===== config.mk =====
export PLATFORM = sky130hd
export DESIGN_NAME = ptp_cell
export DESIGN_NICKNAME = d
export VERILOG_FILES = /design/src/hw/rtl/ptp_pkg.sv /design/src/hw/rtl/ptp_cell.sv
export SDC_FILE = /design/constraint.sdc
export NUM_CORES = 1
export LEC_CHECK = 0
export BUFFER_PORTS_ARGS = -buffer_cell sky130_fd_sc_hd__buf_4
export CAP_MARGIN = 20
export CORE_AREA = 2 2 322 324
export DETAILED_ROUTE_END_ITERATION = 8
export DIE_AREA = 0 0 324 326
export GPL_ROUTABILITY_DRIVEN = 0
export GPL_TIMING_DRIVEN = 0
export PLACE_DENSITY = 0.4
export SYNTH_ARGS = -nofsm -noshare
export SYNTH_HDL_FRONTEND = slang
export SYNTH_SLANG_ARGS = --single-unit
export TNS_END_PERCENT = 1

===== constraint.sdc =====
create_clock -name clk -period 33.5 [get_ports clk]
set_input_delay 5.025 -clock clk [delete_from_list [all_inputs] [get_ports clk]]
set_output_delay 5.025 -clock clk [all_outputs]
set_load 0.01 [all_outputs]

===== src/hw/rtl/ptp_pkg.sv =====
// shared constants, types and register reset values for the point transform
`timescale 1ns / 1ps
`default_nettype none
package ptp_pkg;

  localparam int FRAC_BITS = 16;
  localparam int FX_W      = 32;
  localparam int CFG_W     = 64;
  localparam int NUM_REGS  = 8;
  localparam int CFG_IDX_W = 4;
  localparam int PROD_W    = 2 * FX_W;
  localparam int SUM_W     = PROD_W + 2;
  localparam int V_W       = SUM_W + 1 - FRAC_BITS;
  localparam int MAG_W     = V_W;
  localparam int A_W       = V_W + FRAC_BITS;
  localparam int REM_W     = MAG_W + 1;
  localparam int Q_W       = FX_W;
  localparam int N_CELLS   = Q_W;

  localparam logic [CFG_IDX_W-1:0] REG_X_XY = CFG_IDX_W'(0);
  localparam logic [CFG_IDX_W-1:0] REG_X_ZW = CFG_IDX_W'(1);
  localparam logic [CFG_IDX_W-1:0] REG_Y_XY = CFG_IDX_W'(2);
  localparam logic [CFG_IDX_W-1:0] REG_Y_ZW = CFG_IDX_W'(3);
  localparam logic [CFG_IDX_W-1:0] REG_Z_XY = CFG_IDX_W'(4);
  localparam logic [CFG_IDX_W-1:0] REG_Z_ZW = CFG_IDX_W'(5);
  localparam logic [CFG_IDX_W-1:0] REG_O_XY = CFG_IDX_W'(6);
  localparam logic [CFG_IDX_W-1:0] REG_O_ZW = CFG_IDX_W'(7);

  localparam logic [CFG_W-1:0] ONE_LO = CFG_W'(1) << FRAC_BITS;
  localparam logic [CFG_W-1:0] ONE_HI = CFG_W'(1) << (FRAC_BITS + FX_W);

  localparam logic [FX_W-1:0] FX_MAX = {1'b0, {(FX_W-1){1'b1}}};
  localparam logic [FX_W-1:0] FX_MIN = {1'b1, {(FX_W-1){1'b0}}};

  typedef struct packed {
    logic [REM_W-1:0] rem;
    logic [Q_W-1:0]   abits;
    logic [Q_W-1:0]   quo;
    logic             neg;
    logic             ovf;
  } lane_t;

  typedef struct packed {
    lane_t [2:0]      lane;
    logic [MAG_W-1:0] den;
    logic             divided;
  } item_t;

  function automatic logic [CFG_W-1:0] reg_reset(input logic [CFG_IDX_W-1:0] idx);
    logic [CFG_W-1:0] val;
    case (idx)
      REG_X_XY: val = ONE_LO;
      REG_Y_XY: val = ONE_HI;
      REG_Z_ZW: val = ONE_LO;
      REG_O_ZW: val = ONE_HI;
      default:  val = '0;
    endcase
    return val;
  endfunction

endpackage
`default_nettype wire


===== src/hw/rtl/ptp_cell.sv =====
// one restoring divide cell: one quotient bit for each of the three lanes
`timescale 1ns / 1ps
`default_nettype none
module ptp_cell (
  input  wire logic           clk,
  input  wire logic           rst_n,
  input  wire logic           up_vld,
  input  wire ptp_pkg::item_t up_item,
  output logic                up_take,
  input  wire logic           dn_take,
  output logic                vld,
  output ptp_pkg::item_t      item
);

  logic           vld_r;
  ptp_pkg::item_t item_r;
  ptp_pkg::item_t item_nxt;

  assign up_take = !vld_r || dn_take;
  assign vld     = vld_r;
  assign item    = item_r;

  always_comb begin
    logic [ptp_pkg::REM_W-1:0] t;
    logic                      qb;
    item_nxt = up_item;
    for (int l = 0; l < 3; l++) begin
      t  = {up_item.lane[l].rem[ptp_pkg::REM_W-2:0], up_item.lane[l].abits[ptp_pkg::Q_W-1]};
      qb = t >= {1'b0, up_item.den};
      item_nxt.lane[l].rem   = qb ? t - {1'b0, up_item.den} : t;
      item_nxt.lane[l].abits = {up_item.lane[l].abits[ptp_pkg::Q_W-2:0], 1'b0};
      item_nxt.lane[l].quo   = {up_item.lane[l].quo[ptp_pkg::Q_W-2:0], qb};
    end
  end

  always_ff @(posedge clk) begin
    if (!rst_n) begin
      vld_r <= 1'b0;
    end else if (up_take) begin
      vld_r <= up_vld;
    end
  end

  always_ff @(posedge clk) begin
    if (up_take) begin
      item_r <= item_nxt;
    end
  end

endmodule
`default_nettype wire


# Word level (Yosys, flattened, before mapping)
# Cells that the tools add are included.
word_totals:
  regBits: 404
  in_bits: 410
  output_inout_bits: 408
  word_cells: 29
classes:
  n_addsub: 3
  n_lt_le_gt_ge: 3
  muxes: 3
  reduce_logical: 2
op_table:
  columns: ["op", "count"]
  rows:
  - ["$ge 52x51->1", 3]
  - ["$mux 52", 3]
  - ["$sub 52x51->52", 3]
  - ["$logic_not 1->1", 1]
  - ["$logic_or 1x1->1", 1]

# Logic depth before layout (Yosys ltp)
logic_depth:
  depth_word: 2
  ltp_mapped: 16

# Worst setup path before layout
# OpenSTA, ideal clock, no wires.
synth_timing:
  path_kind: "input-to-output"
  start: "input port dn_take"
  end: "output port up_take"
  arrival_ns: 14.720
  setup_slack_ns: 13.755
  cell_stages: 1
  path_buffers: 0
  cell_sequence: "nand2b_1"
synth_via:
  elab_chain_len: 1
synth_lines:
  columns: ["item", "line_no", "text"]
  rows:
  - ["from (decl)", "ptp_cell.sv:10", "input wire logic dn_take,"]
  - ["$logic_or 1x1->1", "ptp_cell.sv:19", "assign up_take = !vld_r || dn_take;"]
  - ["to (decl)", "ptp_cell.sv:9", "output logic up_take,"]
# Every way passes these cells.

# Final worst setup path
# Ends and elaborated chain as after synthesis.

==> qor.txt <==
leakage power total: 14.04 nW
pre-CTS setup slack: 22.39 ns
ports placed on the boundary: 818
synthesized instance count: 2072
crit path capture type: output port
power per standard cell area: 51.59 mW/mm^2
sum of net half-perimeters after detailed placement: 91730 microns
worst reg2reg startpoint: vld$_SDFFE_PN0P_
core footprint: 0.1026 sq mm
EDFF count, synth: 403
hold-critical path endpoint: vld$_SDFFE_PN0P_
horizontal die dimension: 324 microns
sort of element at the start of the critical path: input port
Setup Buffers After CTS: 0
Max Clock Freq: 0.09033 GHz
simple-gate share of the synthesized area: 10.16%
library cell occupying the most area in the post-synthesis netlist: sky130_fd_sc_hd__edfxtp_1
Vias: 20260
Most Frequent Cell on Critical Path: sky130_fd_sc_hd__buf_4
total grt overflow: 0
Row Count: 118
initial antenna violation count: 34
number of nets in the layout: 3511
CTS sink count: 404
clk_lat worst skew: 0.64 ns
RSZ-0062 raised after global routing: no
worst max-slew margin expressed relative to the limit: 34.49%
post-detailed-route via-to-cell ratio: 4.623
portion of synthesized cell area occupied by the leading cell type: 52.61%
maximum fanout encountered on the critical timing path: 46
Pre-Repair DR Iteration Count: 5
vias in the first global route: 20750
WP data arrival: 6.05 ns
dominant register cell in the synthesized netlist: sky130_fd_sc_hd__edfxtp_1
die extent in y: 326 microns
fraction of final layout cells sized beyond drive strength 1: 33.37%
total of fill cells in the finished design: 10590
VDD IR max: 0.03533 mV
Setup-failing EPs final: 0
cell count of the worst reg-to-reg path: 4
PortBufs: 808
number of resized instances in the post-cts repair step: 0
main combinational cell family by area after synthesis: compound AO/OA/AOI/OAI gates
Tightest Hold Check Type: flip-flop to flip-flop
sequence of cells on the critical path: buf_4 > nand2b_4 > buf_16 > buf_4
clock tree buffer depth: 3
root buffer cell: sky130_fd_sc_hd__clkbuf_16
initial cell density of the core: 22.42%
post-synth design cell area: 0.02300 sq mm
worst clock skew: 0.02635 ns
Data required, critical path: 28.47 ns
syn avg cell area: 11.10 sq um
number of H-tree levels: 2
Yosys warning count: 0
ys async rst share: 0%
largest cells by area after synthesis: sky130_fd_sc_hd__edfxtp_1 53%, sky130_fd_sc_hd__ha_1 8.3%, sky130_fd_sc_hd__a21oi_1 4.0%, sky130_fd_sc_hd__o21ai_0 3.8%, sky130_fd_sc_hd__nand2_1 3.3%
library cell contributing the largest single delay on the critical path: sky130_fd_sc_hd__nand2b_4
clock slew at the register clock pins of the worst setup and hold paths: 0.05 ns
combined buffer and inverter count along the critical path: 3
P&R area growth vs syn: 42.47%
flops & latches, synth: 404
post-route antenna net violation count: 0
number of buffers added by the clock tree synthesis step: 52
number of design rule violations left after detail routing: 0
first-pass GRT wire length: 150100 microns
hold path startpoint: vld$_SDFFE_PN0P_
most frequent cells after synthesis: 403 x sky130_fd_sc_hd__edfxtp_1, 203 x sky130_fd_sc_hd__nand2_1, 182 x sky130_fd_sc_hd__a21oi_1, 174 x sky130_fd_sc_hd__o21ai_0, 153 x sky130_fd_sc_hd__ha_1
All-Layer GR Usage: 19.83%
setup slack on the worst flop-to-flop path: 31.22 ns
die area: 0.1056 sq mm
xor and xnor fraction of the mapped netlist area: 5.293%
fin worst setup slack: 22.43 ns
count of distinct cell types in the synthesized netlist: 88
endpoint of the most critical register-to-register path: item[76]$_DFFE_PP_
Slowest Stage Delay on Critical Path: 0.43 ns
fraction of the mapped netlist area in compound gates: 17.54%
status: finished clean
final-layout setup total negative slack: 0 ns
part of the Yosys area used for sequential elements: 52.70%
total routed wirelength: 109800 microns
portion of netlist area occupied by mux cells: 2.448%
most repeated cell in the gate-level netlist after synthesis: sky130_fd_sc_hd__edfxtp_1
adder-cell share of the synthesized area: 8.584%
TritonCTS clock tree: built
Final Max Tran Viols: 0
CP top delay family: buffers and inverters
instance count along the most critical hold path: 2
actual transition at the worst max-transition pin: 0.9826 ns
pin count of the biggest net entering global routing: 71
routed wirelength normalized by instance count: 25.05 microns
violation count after the first detailed-route iteration: 1325
Worst Path Class, Setup: input port to output port
crit share post-route: 33.05%
max cap viols: 0
Hold Vio Cnt, Final: 0
clock period minus worst slack: 11.07 ns
CTS hold repair buffers: 0
==> metal layers <==
metal | wire (microns) | share of wire [%] | global-route usage, %
met1 | 39540 | 36 | 20.83
met4 | 2348 | 2.1 | 5.948
met2 | 59740 | 54 | 37.84
met3 | 8071 | 7.4 | 5.446
met5 | 69 | 0.063 | 0
==> cell families (layout without fill, tap and decap cells) <==
logic type,count (synthesis),in the layout
adder cells (fa/ha/maj),156,156
AND/OR/NAND/NOR,500,500
flip-flops,404,404
multiplexers,50,50
AO/OA/AOI/OAI,634,634
other,1,17
XOR/XNOR,139,139
buffers and inverters,188,1102
==> where the power goes <==
group / internal, W / switching [W]
registers: 0.000634 / 0.0000216
clock network: 0.000341 / 0.000233
logic: 0.000201 / 0.000260
total: 0.00118 / 0.000515
==> per-stage QoR <==
step	hold WS (ns)	utilization [%]	total power [W]	instances	area [sq um]
after floorplan	5.124	-	0.0008970	2074	23010
after global placement	5.204	30.02	0.001143	4262	30800
after detailed placement	0.9584	30.22	0.001129	4271	31010
after CTS	0.9739	31.90	0.001719	4368	32740
after global routing	1.014	31.93	0.001775	4378	32760
final	0.9465	31.94	0.001691	4382	32770
==> sequential cells by signal, summed over array words and instances, names as in the netlist <==
| signal | cells |
|---|---|
| item | 403 |
| vld | 1 |
==> worst reg2reg max path: cells and delay by family (launching register included) <==
kind | cells | cell delay [ns]
flops | 1 | 0.33
buf+inv | 3 | 1.16
simple gates | 1 | 0.40
==> placed cells by master (no fill, tap or decap), types with 8 or more instances in the layout <==
cell,Yosys,layout
sky130_fd_sc_hd__a21o_1,81,81
sky130_fd_sc_hd__xnor2_1,83,83
sky130_fd_sc_hd__nor2b_1,22,22
sky130_fd_sc_hd__inv_1,99,99
sky130_fd_sc_hd__edfxtp_1,403,403
sky130_fd_sc_hd__nand2_1,203,203
sky130_fd_sc_hd__mux2_2,46,46
sky130_fd_sc_hd__o211ai_1,11,11
sky130_fd_sc_hd__clkinv_1,0,10
sky130_fd_sc_hd__o21ai_0,174,174
sky130_fd_sc_hd__and2_1,11,11
sky130_fd_sc_hd__clkbuf_16,0,53
sky130_fd_sc_hd__ha_1,153,153
sky130_fd_sc_hd__a211oi_1,20,20
sky130_fd_sc_hd__nor3_1,26,26
sky130_fd_sc_hd__nand2b_1,20,19
sky130_fd_sc_hd__o21bai_1,26,26
sky130_fd_sc_hd__nand3_1,28,28
sky130_fd_sc_hd__diode_2,0,14
sky130_fd_sc_hd__buf_2,21,22
sky130_fd_sc_hd__nor4_1,8,8
sky130_fd_sc_hd__a41oi_1,8,8
sky130_fd_sc_hd__buf_4,4,813
sky130_fd_sc_hd__a21oi_1,182,182
sky130_fd_sc_hd__o31ai_1,12,12
sky130_fd_sc_hd__and3_1,12,12
sky130_fd_sc_hd__clkbuf_1,61,71
sky130_fd_sc_hd__nor2_1,105,105
sky130_fd_sc_hd__xor2_1,56,56
sky130_fd_sc_hd__nand4_1,38,38
sky130_fd_sc_hd__clkinv_2,0,11
sky130_fd_sc_hd__o21a_1,22,22
sky130_fd_sc_hd__a31oi_1,20,20
==> worst max path at each step <==
stage,start,end,cells after the start
floorplan,dn_take,up_take,1
global placement,dn_take,up_take,3
detailed placement,dn_take,up_take,4
CTS,dn_take,up_take,4
global route,dn_take,up_take,4
finish,dn_take,up_take,4
==> layout make-up <==
type / count / area (sq um) / area share, %
well taps: 1380 / 1727 / 5.269
repair buffers: 817 / 6264 / 19.11
clock inverters: 32 / 337.8 / 1.031
plain buffers: 88 / 372.9 / 1.138
inverters: 100 / 375.4 / 1.145
clock buffers: 65 / 1391 / 4.246
multi-input cells: 1482 / 10150 / 30.96
flip-flops and latches: 404 / 12120 / 36.99
diodes: 14 / 35.03 / 0.1069
Note: power is estimated with default switching activity, not from simulation.
